[src/rtl/core/frsb_pkg.sv]
// frame ring buffer package: sizes, codes, command struct and pointer helpers
// used by every file of the frame ring buffer; depends on nothing
package frsb_pkg;

    // ring geometry
    localparam int MAX_FRAMES   = 16;
    localparam int MAX_SENSORS  = 8;
    localparam int MAX_CHANNELS = 8;
    localparam int FRAME_W      = $clog2(MAX_FRAMES);
    localparam int SENS_W       = $clog2(MAX_SENSORS);
    localparam int CHAN_W       = $clog2(MAX_CHANNELS);
    localparam int ADDR_W       = FRAME_W + SENS_W + CHAN_W;
    localparam int STORE_DEPTH  = MAX_FRAMES * MAX_SENSORS * MAX_CHANNELS;

    // field widths
    localparam int OP_W     = 3;
    localparam int FIDX_W   = 4;
    localparam int SIDX_W   = 3;
    localparam int CIDX_W   = 3;
    localparam int WORD_W   = 32;
    localparam int STAT_W   = 2;
    localparam int CNT_W    = 4;
    localparam int PTR_W    = 4;

    // configuration port
    localparam int CFG_AW     = 2;
    localparam int CFG_DW     = 5;
    localparam int CFG_FW     = 5;
    localparam int CFG_SW     = 4;
    localparam int CFG_CW     = 4;
    localparam logic [CFG_AW-1:0] CFG_FRAMES   = 2'd0;
    localparam logic [CFG_AW-1:0] CFG_SENSORS  = 2'd1;
    localparam logic [CFG_AW-1:0] CFG_CHANNELS = 2'd2;
    localparam logic [CFG_FW-1:0] RST_FRAMES   = 5'd16;
    localparam logic [CFG_SW-1:0] RST_SENSORS  = 4'd8;
    localparam logic [CFG_CW-1:0] RST_CHANNELS = 4'd8;

    // operations
    localparam logic [OP_W-1:0] OP_WRITE   = 3'd0;
    localparam logic [OP_W-1:0] OP_COMMIT  = 3'd1;
    localparam logic [OP_W-1:0] OP_READ    = 3'd2;
    localparam logic [OP_W-1:0] OP_RELEASE = 3'd3;
    localparam logic [OP_W-1:0] OP_READ_AT = 3'd4;

    // status codes
    localparam logic [STAT_W-1:0] ST_OK    = 2'd0;
    localparam logic [STAT_W-1:0] ST_FULL  = 2'd1;
    localparam logic [STAT_W-1:0] ST_EMPTY = 2'd2;
    localparam logic [STAT_W-1:0] ST_RANGE = 2'd3;

    // command handed from the front part to the memory side
    typedef struct packed {
        logic              we;
        logic              re;
        logic [ADDR_W-1:0] addr;
        logic [WORD_W-1:0] wdata;
        logic [STAT_W-1:0] status;
        logic [CNT_W-1:0]  frames;
        logic [PTR_W-1:0]  wp;
        logic [PTR_W-1:0]  rp;
    } t_cmd;

    // step a frame pointer, wrapping at the slot count
    function automatic logic [PTR_W-1:0] advance(input logic [PTR_W-1:0] p,
                                                 input logic [CFG_FW-1:0] slots);
        logic [CFG_FW-1:0] n;
        n = {1'b0, p} + CFG_FW'(1);
        return (n >= slots) ? '0 : n[PTR_W-1:0];
    endfunction

endpackage

[src/rtl/core/frsb_queue.sv]
// two-entry command queue between the front part and the memory side
// depends on frsb_pkg for the command struct
module frsb_queue
    import frsb_pkg::*;
(
    input  logic i_clk,
    input  logic i_rst_n,
    input  logic i_push,
    input  t_cmd i_cmd,
    input  logic i_pop,
    output logic o_full,
    output logic o_empty,
    output t_cmd o_head
);

    t_cmd       r_slot [2];
    logic       r_wr_ptr;
    logic       r_rd_ptr;
    logic [1:0] r_cnt;

    assign o_full  = (r_cnt == 2'd2);
    assign o_empty = (r_cnt == 2'd0);
    assign o_head  = r_slot[r_rd_ptr];

    // entry storage
    always_ff @(posedge i_clk) begin
        if (i_push) r_slot[r_wr_ptr] <= i_cmd;
    end

    // pointers and fill level
    always_ff @(posedge i_clk) begin
        if (!i_rst_n) begin
            r_wr_ptr <= 1'b0;
            r_rd_ptr <= 1'b0;
            r_cnt    <= 2'd0;
        end else begin
            if (i_push) r_wr_ptr <= ~r_wr_ptr;
            if (i_pop)  r_rd_ptr <= ~r_rd_ptr;
            case ({i_push, i_pop})
                2'b10:   r_cnt <= r_cnt + 2'd1;
                2'b01:   r_cnt <= r_cnt - 2'd1;
                default: r_cnt <= r_cnt;
            endcase
        end
    end

endmodule

[config.mk]
export PLATFORM = sky130hd
export DESIGN_NAME = frsb_queue
export DESIGN_NICKNAME = d
export VERILOG_FILES = /design/src/rtl/core/frsb_pkg.sv /design/src/rtl/core/frsb_queue.sv
export SDC_FILE = /design/constraint.sdc
export NUM_CORES = 1
export LEC_CHECK = 0
export BUFFER_PORTS_ARGS = -buffer_cell sky130_fd_sc_hd__buf_2
export CAP_MARGIN = 40
export CORE_ASPECT_RATIO = 0.6
export CORE_UTILIZATION = 45
export CTS_CLUSTER_SIZE = 40
export DETAILED_ROUTE_END_ITERATION = 8
export PLACE_DENSITY = 0.73
export SYNTH_ARGS = -nofsm -noshare
export SYNTH_HDL_FRONTEND = slang
export SYNTH_SLANG_ARGS = --single-unit
[constraint.sdc]
create_clock -name i_clk -period 4.7 [get_ports i_clk]
set_clock_uncertainty 0.15 [all_clocks]
set_input_delay 0.94 -clock i_clk [delete_from_list [all_inputs] [get_ports i_clk]]
set_output_delay 0.94 -clock i_clk [all_outputs]
set_load 0.02 [all_outputs]
==> flow_summary.json <==
{
  "cp-start-kind": "register",
  "num-nets-final": 405,
  "io-pin-count": 122,
  "dr_total_vias": 2267,
  "grt_pass1_wl_mm": 11.6,
  "diodes": 0,
  "first_global_vias": 2446,
  "std_cell_core_area_sq_um": 9320,
  "layout-area-overhead-vs-synth_pct": 31.9,
  "ir_drop_mv": 0.279,
  "synth.net_count": 265,
  "die_x_um": 130,
  "worst-path-max-fanout": 25,
  "num-fill-cells": 704,
  "timing.hold.worst.class": "register to register",
  "finalWorstPathRequiredPeriod_ns": 3.05,
  "cells_along_the_critical_path": "buf_12 -> buf_4 -> mux2_2 -> buf_2",
  "synth_area_leaders": "edfxtp_1, mux2_2, dfxtp_1, and2_1, buf_4",
  "post-place-cells": 453,
  "critPathMaxStageDelay_ns": 0.60,
  "routed_wirelength_normalized_by_instance_count_um": 15.7,
  "clock.fmax_mhz": 328,
  "synth.distinct_cells": 17,
  "first_pass_iters": 5,
  "commonest_cells_after_routing_fill_and_taps_aside": "buf_2, edfxtp_1, mux2_2, clkbuf_16",
  "route.final.wire_length_mm": 7.63,
  "clock_sink_count": 121,
  "gpl.final_weighted_congestion": 0.697,
  "die_height_um": 78.5,
  "post_cts_resize_count": 0,
  "synth_top_area_frac": 0.793,
  "rsz0062_at_grt": "false",
  "grt_usage": 0.161,
  "cts-buffers-inserted": 17,
  "clockBufferDepth": 2,
  "area.sequential_sq_um": 3580,
  "fp.dieArea_sq_um": 10200,
  "multiInputGateArea_sq_um": 774,
  "worst-endpoint-required_ns": 3.61,
  "tritoncts": "yes",
  "report.final.setup_viol": 0,
  "cpMaxStageDelayCell": "dfxtp_2",
  "ys.warnings.count": 0,
  "grt_remaining_overflow": 0,
  "clk_root_buffer_cell": "clkbuf_16",
  "ant_nets": 0,
  "drc": 0,
  "drt_first_iter_violations": 100,
  "floorplan.rows": 27,
  "synth_top_area_cell": "edfxtp_1",
  "routed_via_density": 4.67,
  "syn-cell-area_sq_um": 4390,
  "insertion_delay_ns": 0.40,
  "max_slew.worst_pin.slew_ns": 0.596,
  "cp.buffers_inverters": 3,
  "cts_htree_levels": 4,
  "finalMaxSlewViolations": 0,
  "cellLeakagePower_nw": 2.21,
  "final_common_cell": "buf_2",
  "antenna_found_initial": 0,
  "setup_tns_ns": 0,
  "final.period_utilization": 0.650,
  "crit_family": "buffers and inverters",
  "end_kind": "output port",
  "syn_inst": 202,
  "ys_seq_elements": 121,
  "instances_no_fill": 485,
  "portBuffers": 121,
  "maxCapViolations": 0,
  "avgSynthCellArea_sq_um": 21.7,
  "slew_hr": 0.602,
  "cts_hold_bufs": 0,
  "cts_post_setup_buffers_inserted": 0,
  "share_of_the_yosys_chip_area_belonging_to_registers": 0.816,
  "power.density_cell_area_nw_per_um2": 491,
  "grt_start_max_net_pins": 45,
  "endpoint_arrival_time_on_the_critical_path_ns": 1.96,
  "final-hold-violation-count": 0,
  "clk_pin_slew_ns": 0.05,
  "drive_above_1_share": 0.603,
  "dp_hpwl_mm": 4.94,
  "status": "finished clean",
  "path_class": "register to output port",
  "initial_core_util": 0.471
}
==> metal layers <==
layer / vias to the layer above / wire length, um / track usage
met2: 94 / 3430 / 0.246
met5: - / 0 / 0
li1: 1082 / - / -
met4: 0 / 135 / 0.0826
met3: 13 / 824 / 0.0859
met1: 1078 / 3240 / 0.184
==> synth_stat cells <==
cell,instances
xor2_1,1
buf_2,3
o21ai_0,1
dfxtp_1,5
nor2b_1,1
inv_1,1
mux2_2,58
a21boi_1,1
and2_1,4
ha_1,1
or3_1,1
xnor2_1,2
o21a_1,1
and2b_2,1
edfxtp_1,116
buf_4,3
nor2_1,2
==> final cells by class <==
cell class                 count  area share
sequential                   121       0.619
tap                          130      0.0281
inverter                       1    0.000648
clock inverter                12      0.0268
clock buffer                  20      0.0754
multi-input combinational     74       0.134
timing repair buffer         127       0.117
==> worst reg2reg max path: stages, from the launching register on <==
cell and delay, ns:
dfxtp_1 0.33, nor2_4 0.40, buf_4 0.59
==> path summary, 6_finish.rpt <==
kind                 start       endpoint  slack (ns)  cells after the start
setup reg to reg  r_wr_ptr  r_slot[0][16]        2.83                      2
hold reg to reg   r_cnt[1]       r_cnt[1]        0.38                      2
hold / removal    r_cnt[1]       r_cnt[1]        0.38                      2
setup / recovery  register     o_head[24]        1.65                      4
==> metrics by stage <==
stage               hold slack, ns  setup slack [ns]  total power [mW]  utilization  instance area (sq um)
floorplan                    0.316             0.611              1.46            -                   4390
global placement             0.330              1.76              1.56        0.554                   5160
detailed placement           0.367              2.02              1.57        0.558                   5200
CTS                          0.378              1.59              2.87        0.621                   5790
global route                 0.436              1.52              2.94        0.621                   5790
finish                       0.379              1.65              2.85        0.621                   5790
==> registers in the layout, indices dropped and copies added, names as in the netlist, named ones only <==
| signal | cells |
|---|---|
| r_slot | 116 |
| r_cnt | 2 |
| r_rd_ptr | 1 |
| r_wr_ptr | 1 |
==> kinds of logic (layout without fill, tap and decap cells) <==
logic type | after synthesis | after routing | share of synthesized area
xor+xnor | 3 | 3 | 0.00599
mux | 58 | 58 | 0.149
compound gates | 3 | 3 | 0.00456
flops | 121 | 121 | 0.816
buf+inv | 7 | 160 | 0.00940
fa+ha+maj | 1 | 1 | 0.00285
simple gates | 9 | 9 | 0.0123
==> report_power, final <==
part	internal (mW)	total [mW]	switching, mW
clock network	0.874	1.30	0.424
logic	0.121	0.282	0.161
registers	1.25	1.27	0.0196
Power figures use the tool's default switching activity.
