--- src/rtl/core/frsb_pkg.sv ---
// frame ring buffer package: sizes, codes, command struct and pointer helpers
// used by every file of the frame ring buffer; depends on nothing
package frsb_pkg;

    // ring geometry
    localparam int MAX_FRAMES   = 16;
    localparam int MAX_SENSORS  = 8;
    localparam int MAX_CHANNELS = 8;
    localparam int FRAME_W      = $clog2(MAX_FRAMES);
    localparam int SENS_W       = $clog2(MAX_SENSORS);
    localparam int CHAN_W       = $clog2(MAX_CHANNELS);
    localparam int ADDR_W       = FRAME_W + SENS_W + CHAN_W;
    localparam int STORE_DEPTH  = MAX_FRAMES * MAX_SENSORS * MAX_CHANNELS;

    // field widths
    localparam int OP_W     = 3;
    localparam int FIDX_W   = 4;
    localparam int SIDX_W   = 3;
    localparam int CIDX_W   = 3;
    localparam int WORD_W   = 32;
    localparam int STAT_W   = 2;
    localparam int CNT_W    = 4;
    localparam int PTR_W    = 4;

    // configuration port
    localparam int CFG_AW     = 2;
    localparam int CFG_DW     = 5;
    localparam int CFG_FW     = 5;
    localparam int CFG_SW     = 4;
    localparam int CFG_CW     = 4;
    localparam logic [CFG_AW-1:0] CFG_FRAMES   = 2'd0;
    localparam logic [CFG_AW-1:0] CFG_SENSORS  = 2'd1;
    localparam logic [CFG_AW-1:0] CFG_CHANNELS = 2'd2;
    localparam logic [CFG_FW-1:0] RST_FRAMES   = 5'd16;
    localparam logic [CFG_SW-1:0] RST_SENSORS  = 4'd8;
    localparam logic [CFG_CW-1:0] RST_CHANNELS = 4'd8;

    // operations
    localparam logic [OP_W-1:0] OP_WRITE   = 3'd0;
    localparam logic [OP_W-1:0] OP_COMMIT  = 3'd1;
    localparam logic [OP_W-1:0] OP_READ    = 3'd2;
    localparam logic [OP_W-1:0] OP_RELEASE = 3'd3;
    localparam logic [OP_W-1:0] OP_READ_AT = 3'd4;

    // status codes
    localparam logic [STAT_W-1:0] ST_OK    = 2'd0;
    localparam logic [STAT_W-1:0] ST_FULL  = 2'd1;
    localparam logic [STAT_W-1:0] ST_EMPTY = 2'd2;
    localparam logic [STAT_W-1:0] ST_RANGE = 2'd3;

    // command handed from the front part to the memory side
    typedef struct packed {
        logic              we;
        logic              re;
        logic [ADDR_W-1:0] addr;
        logic [WORD_W-1:0] wdata;
        logic [STAT_W-1:0] status;
        logic [CNT_W-1:0]  frames;
        logic [PTR_W-1:0]  wp;
        logic [PTR_W-1:0]  rp;
    } t_cmd;

    // step a frame pointer, wrapping at the slot count
    function automatic logic [PTR_W-1:0] advance(input logic [PTR_W-1:0] p,
                                                 input logic [CFG_FW-1:0] slots);
        logic [CFG_FW-1:0] n;
        n = {1'b0, p} + CFG_FW'(1);
        return (n >= slots) ? '0 : n[PTR_W-1:0];
    endfunction

endpackage

--- src/rtl/core/frsb_if.sv ---
// request and result channel interfaces of the frame ring buffer
// depends on frsb_pkg for field widths
interface frsb_req_if;
    import frsb_pkg::*;
    logic              valid;
    logic              ready;
    logic [OP_W-1:0]   operation;
    logic [FIDX_W-1:0] frame_index;
    logic [SIDX_W-1:0] sensor_index;
    logic [CIDX_W-1:0] channel_index;
    logic [WORD_W-1:0] write_word;
    modport source (output valid, operation, frame_index, sensor_index, channel_index,
                    write_word, input ready);
    modport sink (input valid, operation, frame_index, sensor_index, channel_index,
                  write_word, output ready);
endinterface


--- src/rtl/core/frsb_front.sv ---
// front part: config registers, request classification, frame pointers and count
// depends on frsb_pkg; feeds commands to the queue
module frsb_front
    import frsb_pkg::*;
(
    input  logic              i_clk,
    input  logic              i_rst_n,
    input  logic              i_cfg_we,
    input  logic [CFG_AW-1:0] i_cfg_addr,
    input  logic [CFG_DW-1:0] i_cfg_wdata,
    input  logic              i_busy,
    input  logic              i_q_full,
    frsb_req_if.sink          i_req,
    output logic              o_push,
    output t_cmd              o_cmd
);

    logic [CFG_FW-1:0] r_cfg_frames;
    logic [CFG_SW-1:0] r_cfg_sensors;
    logic [CFG_CW-1:0] r_cfg_channels;
    logic [PTR_W-1:0]  r_wp, n_wp;
    logic [PTR_W-1:0]  r_rp, n_rp;
    logic [CNT_W-1:0]  r_cnt, n_cnt;
    logic [CFG_FW-1:0] eff_frames;
    logic [CFG_SW-1:0] eff_sensors;
    logic [CFG_CW-1:0] eff_channels;
    logic              sc_ok;
    logic [STAT_W-1:0] status;
    logic              we;
    logic              re;
    logic [PTR_W-1:0]  frame_sel;

    // configuration writes, unknown index ignored
    always_ff @(posedge i_clk) begin
        if (!i_rst_n) begin
            r_cfg_frames   <= RST_FRAMES;
            r_cfg_sensors  <= RST_SENSORS;
            r_cfg_channels <= RST_CHANNELS;
        end else if (i_cfg_we) begin
            unique case (i_cfg_addr)
                CFG_FRAMES:   r_cfg_frames   <= i_cfg_wdata[CFG_FW-1:0];
                CFG_SENSORS:  r_cfg_sensors  <= i_cfg_wdata[CFG_SW-1:0];
                CFG_CHANNELS: r_cfg_channels <= i_cfg_wdata[CFG_CW-1:0];
                default: ;
            endcase
        end
    end

    // saturate the limits into their legal ranges
    always_comb begin
        if (r_cfg_frames < CFG_FW'(2))               eff_frames = CFG_FW'(2);
        else if (r_cfg_frames > CFG_FW'(MAX_FRAMES)) eff_frames = CFG_FW'(MAX_FRAMES);
        else                                         eff_frames = r_cfg_frames;
        if (r_cfg_sensors < CFG_SW'(1))                eff_sensors = CFG_SW'(1);
        else if (r_cfg_sensors > CFG_SW'(MAX_SENSORS)) eff_sensors = CFG_SW'(MAX_SENSORS);
        else                                           eff_sensors = r_cfg_sensors;
        if (r_cfg_channels < CFG_CW'(1))                 eff_channels = CFG_CW'(1);
        else if (r_cfg_channels > CFG_CW'(MAX_CHANNELS)) eff_channels = CFG_CW'(MAX_CHANNELS);
        else                                             eff_channels = r_cfg_channels;
    end

    assign sc_ok = ({1'b0, i_req.sensor_index} < eff_sensors)
                && ({1'b0, i_req.channel_index} < eff_channels);

    // classify the request and work out the pointer updates
    always_comb begin
        status    = ST_OK;
        we        = 1'b0;
        re        = 1'b0;
        frame_sel = r_wp;
        n_wp      = r_wp;
        n_rp      = r_rp;
        n_cnt     = r_cnt;
        unique case (i_req.operation)
            OP_WRITE: begin
                if (!sc_ok) status = ST_RANGE;
                else        we = 1'b1;
            end
            OP_COMMIT: begin
                if (({1'b0, r_cnt} + CFG_FW'(1)) >= eff_frames) begin
                    status = ST_FULL;
                end else begin
                    n_cnt = r_cnt + CNT_W'(1);
                    n_wp  = advance(r_wp, eff_frames);
                end
            end
            OP_READ: begin
                frame_sel = r_rp;
                if (r_cnt == '0) status = ST_EMPTY;
                else if (!sc_ok) status = ST_RANGE;
                else             re = 1'b1;
            end
            OP_RELEASE: begin
                if (r_cnt == '0) begin
                    status = ST_EMPTY;
                end else begin
                    n_cnt = r_cnt - CNT_W'(1);
                    n_rp  = advance(r_rp, eff_frames);
                end
            end
            OP_READ_AT: begin
                frame_sel = i_req.frame_index;
                if (({1'b0, i_req.frame_index} >= eff_frames) || !sc_ok) status = ST_RANGE;
                else                                                     re = 1'b1;
            end
            default: status = ST_RANGE;
        endcase
    end

    assign i_req.ready = !i_busy && !i_q_full;
    assign o_push      = i_req.valid && i_req.ready;

    // command for the memory side, results taken after the access
    always_comb begin
        o_cmd.we     = we;
        o_cmd.re     = re;
        o_cmd.addr   = {frame_sel, i_req.sensor_index, i_req.channel_index};
        o_cmd.wdata  = i_req.write_word;
        o_cmd.status = status;
        o_cmd.frames = n_cnt;
        o_cmd.wp     = n_wp;
        o_cmd.rp     = n_rp;
    end

    // pointer and count state
    always_ff @(posedge i_clk) begin
        if (!i_rst_n) begin
            r_wp  <= '0;
            r_rp  <= '0;
            r_cnt <= '0;
        end else if (o_push) begin
            r_wp  <= n_wp;
            r_rp  <= n_rp;
            r_cnt <= n_cnt;
        end
    end

endmodule

--- src/flat_wrapper.sv ---
// flat-port wrapper written by rule: the top's interface ports become plain ports
module frsb_front_flat import frsb_pkg::*;
  (i_clk, i_rst_n, i_cfg_we, i_cfg_addr, i_cfg_wdata, i_busy, i_q_full, o_push, o_cmd, i_req_valid, i_req_operation, i_req_frame_index, i_req_sensor_index, i_req_channel_index, i_req_write_word, i_req_ready);
  frsb_req_if i_req_i ();
  input  logic i_clk;
  input  logic i_rst_n;
  input  logic i_cfg_we;
  input  logic [CFG_AW-1:0] i_cfg_addr;
  input  logic [CFG_DW-1:0] i_cfg_wdata;
  input  logic i_busy;
  input  logic i_q_full;
  output logic o_push;
  output t_cmd o_cmd;
  input wire logic [$bits(i_req_i.valid)-1:0] i_req_valid;
  input wire logic [$bits(i_req_i.operation)-1:0] i_req_operation;
  input wire logic [$bits(i_req_i.frame_index)-1:0] i_req_frame_index;
  input wire logic [$bits(i_req_i.sensor_index)-1:0] i_req_sensor_index;
  input wire logic [$bits(i_req_i.channel_index)-1:0] i_req_channel_index;
  input wire logic [$bits(i_req_i.write_word)-1:0] i_req_write_word;
  output wire logic [$bits(i_req_i.ready)-1:0] i_req_ready;
  assign i_req_i.valid = i_req_valid;
  assign i_req_i.operation = i_req_operation;
  assign i_req_i.frame_index = i_req_frame_index;
  assign i_req_i.sensor_index = i_req_sensor_index;
  assign i_req_i.channel_index = i_req_channel_index;
  assign i_req_i.write_word = i_req_write_word;
  assign i_req_ready = i_req_i.ready;
  frsb_front u_core (.i_clk(i_clk), .i_rst_n(i_rst_n), .i_cfg_we(i_cfg_we), .i_cfg_addr(i_cfg_addr), .i_cfg_wdata(i_cfg_wdata), .i_busy(i_busy), .i_q_full(i_q_full), .i_req(i_req_i), .o_push(o_push), .o_cmd(o_cmd));
endmodule
--- config.mk ---
export PLATFORM = sky130hd
export DESIGN_NAME = frsb_front_flat
export DESIGN_NICKNAME = d
export VERILOG_FILES = /design/src/rtl/core/frsb_pkg.sv /design/src/rtl/core/frsb_if.sv /design/src/rtl/core/frsb_front.sv /design/src/flat_wrapper.sv
export SDC_FILE = /design/constraint.sdc
export NUM_CORES = 1
export LEC_CHECK = 0
export BUFFER_PORTS_ARGS = -buffer_cell sky130_fd_sc_hd__buf_2
export CAP_MARGIN = 20
export CORE_ASPECT_RATIO = 1.2
export CORE_UTILIZATION = 40
export CTS_CLUSTER_DIAMETER = 80
export DETAILED_ROUTE_END_ITERATION = 8
export GPL_TIMING_DRIVEN = 0
export PLACE_DENSITY = 0.75
export SKIP_CTS_REPAIR_TIMING = 1
export SYNTH_ARGS = -nofsm -noshare
export SYNTH_HDL_FRONTEND = slang
export SYNTH_SLANG_ARGS = --single-unit
--- constraint.sdc ---
create_clock -name i_clk -period 5.6 [get_ports i_clk]
set_clock_uncertainty 0.15 [all_clocks]
set_input_delay 1.12 -clock i_clk [delete_from_list [all_inputs] [get_ports i_clk]]
set_output_delay 1.12 -clock i_clk [all_outputs]
set_load 0.005 [all_outputs]
==> results.txt <==
* Share of the cycle needed by the critical path after routing: 0.764
* Series of cell instances along the critical path: clkinv_1, o21ai_0, ha_1, o211ai_1, o21ai_2, a21oi_1, buf_2, mux2_1, buf_2
* Classification of the worst-slack hold path: reg -> reg
* Peak VDD IR: 0.0774 mV
- Setup violations remaining at the end of the flow were counted as 0.
- The share of synthesized area in the top cell type comes to 0.199.
- Once placement finished, the instance area stood at 3040 um^2.
- Worst-path fanout max: 11
- Diode count: 0
- For this design the static power due to leakage is 1.54 nW.
- Placeable core region: 6050 um^2
- Count of different cell masters after synthesis: 51
- Leading cell type in the layout, fill and taps excluded: sky130_fd_sc_hd__buf_2
* Relative area change from synthesis to final layout: 22.8%
- Most used cells in the layout excluding fill and tap cells: sky130_fd_sc_hd__buf_2 (87), sky130_fd_sc_hd__buf_4 (41), sky130_fd_sc_hd__ha_1 (27)
- The number of nets handed over by synthesis was 404.
- Synthesized netlist cell count: approximately 320
* Post-placement worst setup slack: 1.62 ns
- Setup repair after global routing missed its margin: false
- Design area: roughly 3100 um^2
- Hold path startpoint: u_core.r_cfg_channels[0]
* Clock-pin slew on the worst setup and hold paths: 0.09 ns
* Power Density: between 100 and 150 nW/um^2
* Fmax: about 230 MHz
- The synthesized design contains 0 enable-type register cells.
* Delay of the slowest cell on the worst path: 0.40 ns
- Final hold viol count: 0
- Setup TNS: 0 ns
* Fraction of final layout cells with drive strength greater than 1: 0.341
- Non-filler cells in the finished layout: 490
- Worst Reg-to-Reg Cells: 8
- The routed layout has 2,561 vias.
- The floorplan step set the die width to 74.4 um.
* Startpoint of the lowest-slack register-to-register path: u_core.r_cfg_frames[4]
- Clock buffer count from CTS: 3
- The mapped netlist covers 2510 um^2.
* Antenna violations before repair: 0
* # port buffers: 85
* Crit path DAT: roughly 3 ns
- Power, Total: 0.409 mW
- For hold timing, the worst endpoint is u_core.r_cfg_channels[0].
- Number of cells after detailed placement: 486
* Warnings from Yosys: 0
- Of the synthesized area, sequential elements account for 0.199.
- In this run the clock root is driven by a sky130_fd_sc_hd__clkbuf_8.
- Critical path type: reg -> out
* CTS tree: yes
- Detailed-placement wirelength estimate: roughly 5000 um
* Ys flop type: sky130_fd_sc_hd__dfxtp_1
- Cell at the slowest stage of the critical path: sky130_fd_sc_hd__o21ai_0
- Measured on the finished design, the core utilization comes to 0.510.
* Worst hold path stage count: 2
- Total wirelength of the detailed-routed design: 6430 um
* Capturing element type of the critical path: output pin
* Global-route wire length before repair: 10,000 um
- Residual overflow from global routing: 0
- Residual antenna-violating net count after detailed routing: 0
- Overall Global Routing Usage: 0.193
- A synthesized cell averages 7.88 um^2.
* Clock insertion delay at the later pin of the skew report: 0.27 ns
- In the final design database the tool counted 494 nets.
- Register-to-register path setup slack: 2.74 ns
- STA classifies the critical path startpoint as a flip-flop.
- On the final layout, the worst hold slack is 0.368 ns.
- #FFs+latches synth: 25
* Final critical-path required period: 4.28 ns
- CTS built an H-tree with a depth of 1.
- The number of buffers and inverters on the critical path is 3.
- For this run, design rule violations remaining after detail routing come to 0.
- Post-DR wirelength/cell: approximately 13 um
* Worst max-slew margin expressed relative to the limit: 0.532
* Number of global-route vias before repair: 2,290
* Run status: finished clean
- The floorplan step defined a die boundary enclosing 6610 um^2.
- STA puts the critical path data required time at around 4.3 ns.
* Worst r2r dst: u_core.r_wp[2]
* Share of async-settable or async-resettable flops after synthesis: 0
- Effective utilization at floorplan: 0.415
- Cell type with the largest total area after synthesis: sky130_fd_sc_hd__dfxtp_1
* Pin count of the biggest net entering global routing: 14
- No sink is reached through more buffers than the 2 on the longest clock path.
- The pre-antenna-repair detailed-routing pass consisted of 4 iterations.
- Worst-case setup margin in the final layout: 1.32 ns
* Std-Cell Rows: 31
- Max capacitance violation total: 0
- At the end of routability-driven placement, the weighted congestion stood at 0.848.
* Top cell family by delay on the critical path: compound AO/OA/AOI/OAI gates
* Ranking of synthesized cells by area: sky130_fd_sc_hd__dfxtp_1 (20%), sky130_fd_sc_hd__ha_1 (13%), sky130_fd_sc_hd__buf_4 (12%)
* DIE HEIGHT: 88.8 um
* Count of pins on the block boundary: 118
- Vias per inst: ~5.2
* Measured slew at the worst slew-check pin: between 0.6 and 0.7 ns
* Top cell by count, worst path: sky130_fd_sc_hd__buf_2
- Detailed Route Iter0 Violations: roughly 110
- Pins Over Slew Limit: 0
- The tree built by TritonCTS fans out to 25 sinks.
-- worst max-delay path by stage --
stage | cells after the start | startpoint | endpoint
after floorplan | 8 | i_req_frame_index[0] | o_cmd[56]
after global placement | 10 | i_req_frame_index[0] | o_cmd[56]
after detailed placement | 9 | u_core.r_cfg_frames[4] | o_cmd[7]
after CTS | 9 | u_core.r_cfg_frames[4] | o_cmd[7]
after global routing | 9 | u_core.r_cfg_frames[2] | o_cmd[7]
final | 9 | u_core.r_cfg_frames[4] | o_cmd[7]
-- layout make-up --
type	count	area [um^2]
plain buffers	49	340
clock buffers	4	45.0
fillers	605	2960
inverters	14	52.6
multi-input cells	231	1620
flip-flops and latches	25	500
well taps	82	103
repair buffers	85	425
-- logic make-up (layout without fill, tap and decap cells) --
family,count (synthesis),after routing,share of synthesized area
AOI/OAI and AO/OA,78,78,0.211
adders and majority gates,27,27,0.134
DFF,25,25,0.199
buffers and inverters,63,152,0.156
and+or+nand+nor,103,103,0.211
muxes,16,16,0.0642
xor gates and xnor gates,7,7,0.0244
-- registers in the layout, summed over array words and instances (netlist names) --
| register | cells |
|---|---|
| u_core.r_cfg_frames | 5 |
| u_core.r_cfg_channels | 4 |
| u_core.r_cfg_sensors | 4 |
| u_core.r_cnt | 4 |
| u_core.r_rp | 4 |
| u_core.r_wp | 4 |
-- Yosys cell counts, types with 3 or more instances --
master,count
sky130_fd_sc_hd__buf_4,41
sky130_fd_sc_hd__ha_1,27
sky130_fd_sc_hd__nor2_1,26
sky130_fd_sc_hd__dfxtp_1,25
sky130_fd_sc_hd__nand2_1,23
sky130_fd_sc_hd__a21oi_1,20
sky130_fd_sc_hd__mux2i_1,15
sky130_fd_sc_hd__nand2b_1,15
sky130_fd_sc_hd__inv_1,13
sky130_fd_sc_hd__nand3_1,13
sky130_fd_sc_hd__o21ai_0,12
sky130_fd_sc_hd__clkbuf_1,5
sky130_fd_sc_hd__nand3b_1,5
sky130_fd_sc_hd__o211ai_1,5
sky130_fd_sc_hd__o22ai_1,5
sky130_fd_sc_hd__a31oi_1,4
sky130_fd_sc_hd__nor3_1,4
sky130_fd_sc_hd__o31ai_1,4
sky130_fd_sc_hd__or3_1,4
sky130_fd_sc_hd__xor2_1,4
sky130_fd_sc_hd__a211oi_1,3
sky130_fd_sc_hd__a21o_1,3
sky130_fd_sc_hd__a311oi_1,3
sky130_fd_sc_hd__and3_1,3
sky130_fd_sc_hd__nor3b_2,3
sky130_fd_sc_hd__xnor2_1,3
-- worst reg2reg max path, delay by kind of cell (launching register included) --
family | cells | cell delay [ns]
AO/OA/AOI/OAI | 6 | 1.65
flip-flops | 1 | 0.32
buffers and inverters | 1 | 0.28
adder cells (fa/ha/maj) | 1 | 0.36
-- layer usage --
| metal | vias up | global-route usage | routed length (um) |
|---|---|---|---|
| met5 | - | 0 | 0 |
| met2 | 88 | 0.362 | 3280 |
| met4 | 0 | 0.0703 | 129 |
| met3 | 11 | 0.0182 | 354 |
| li1 | 1281 | - | - |
| met1 | 1181 | 0.224 | 2660 |
-- where the power goes --
part	total [mW]	switching, mW	leakage (nW)	internal, mW
clock	0.113	0.0620	0.0228	0.0511
sequential	0.184	0.00267	0.202	0.181
combinational	0.112	0.0539	1.32	0.0582
No activity file was read; power rests on OpenSTA's default activity.
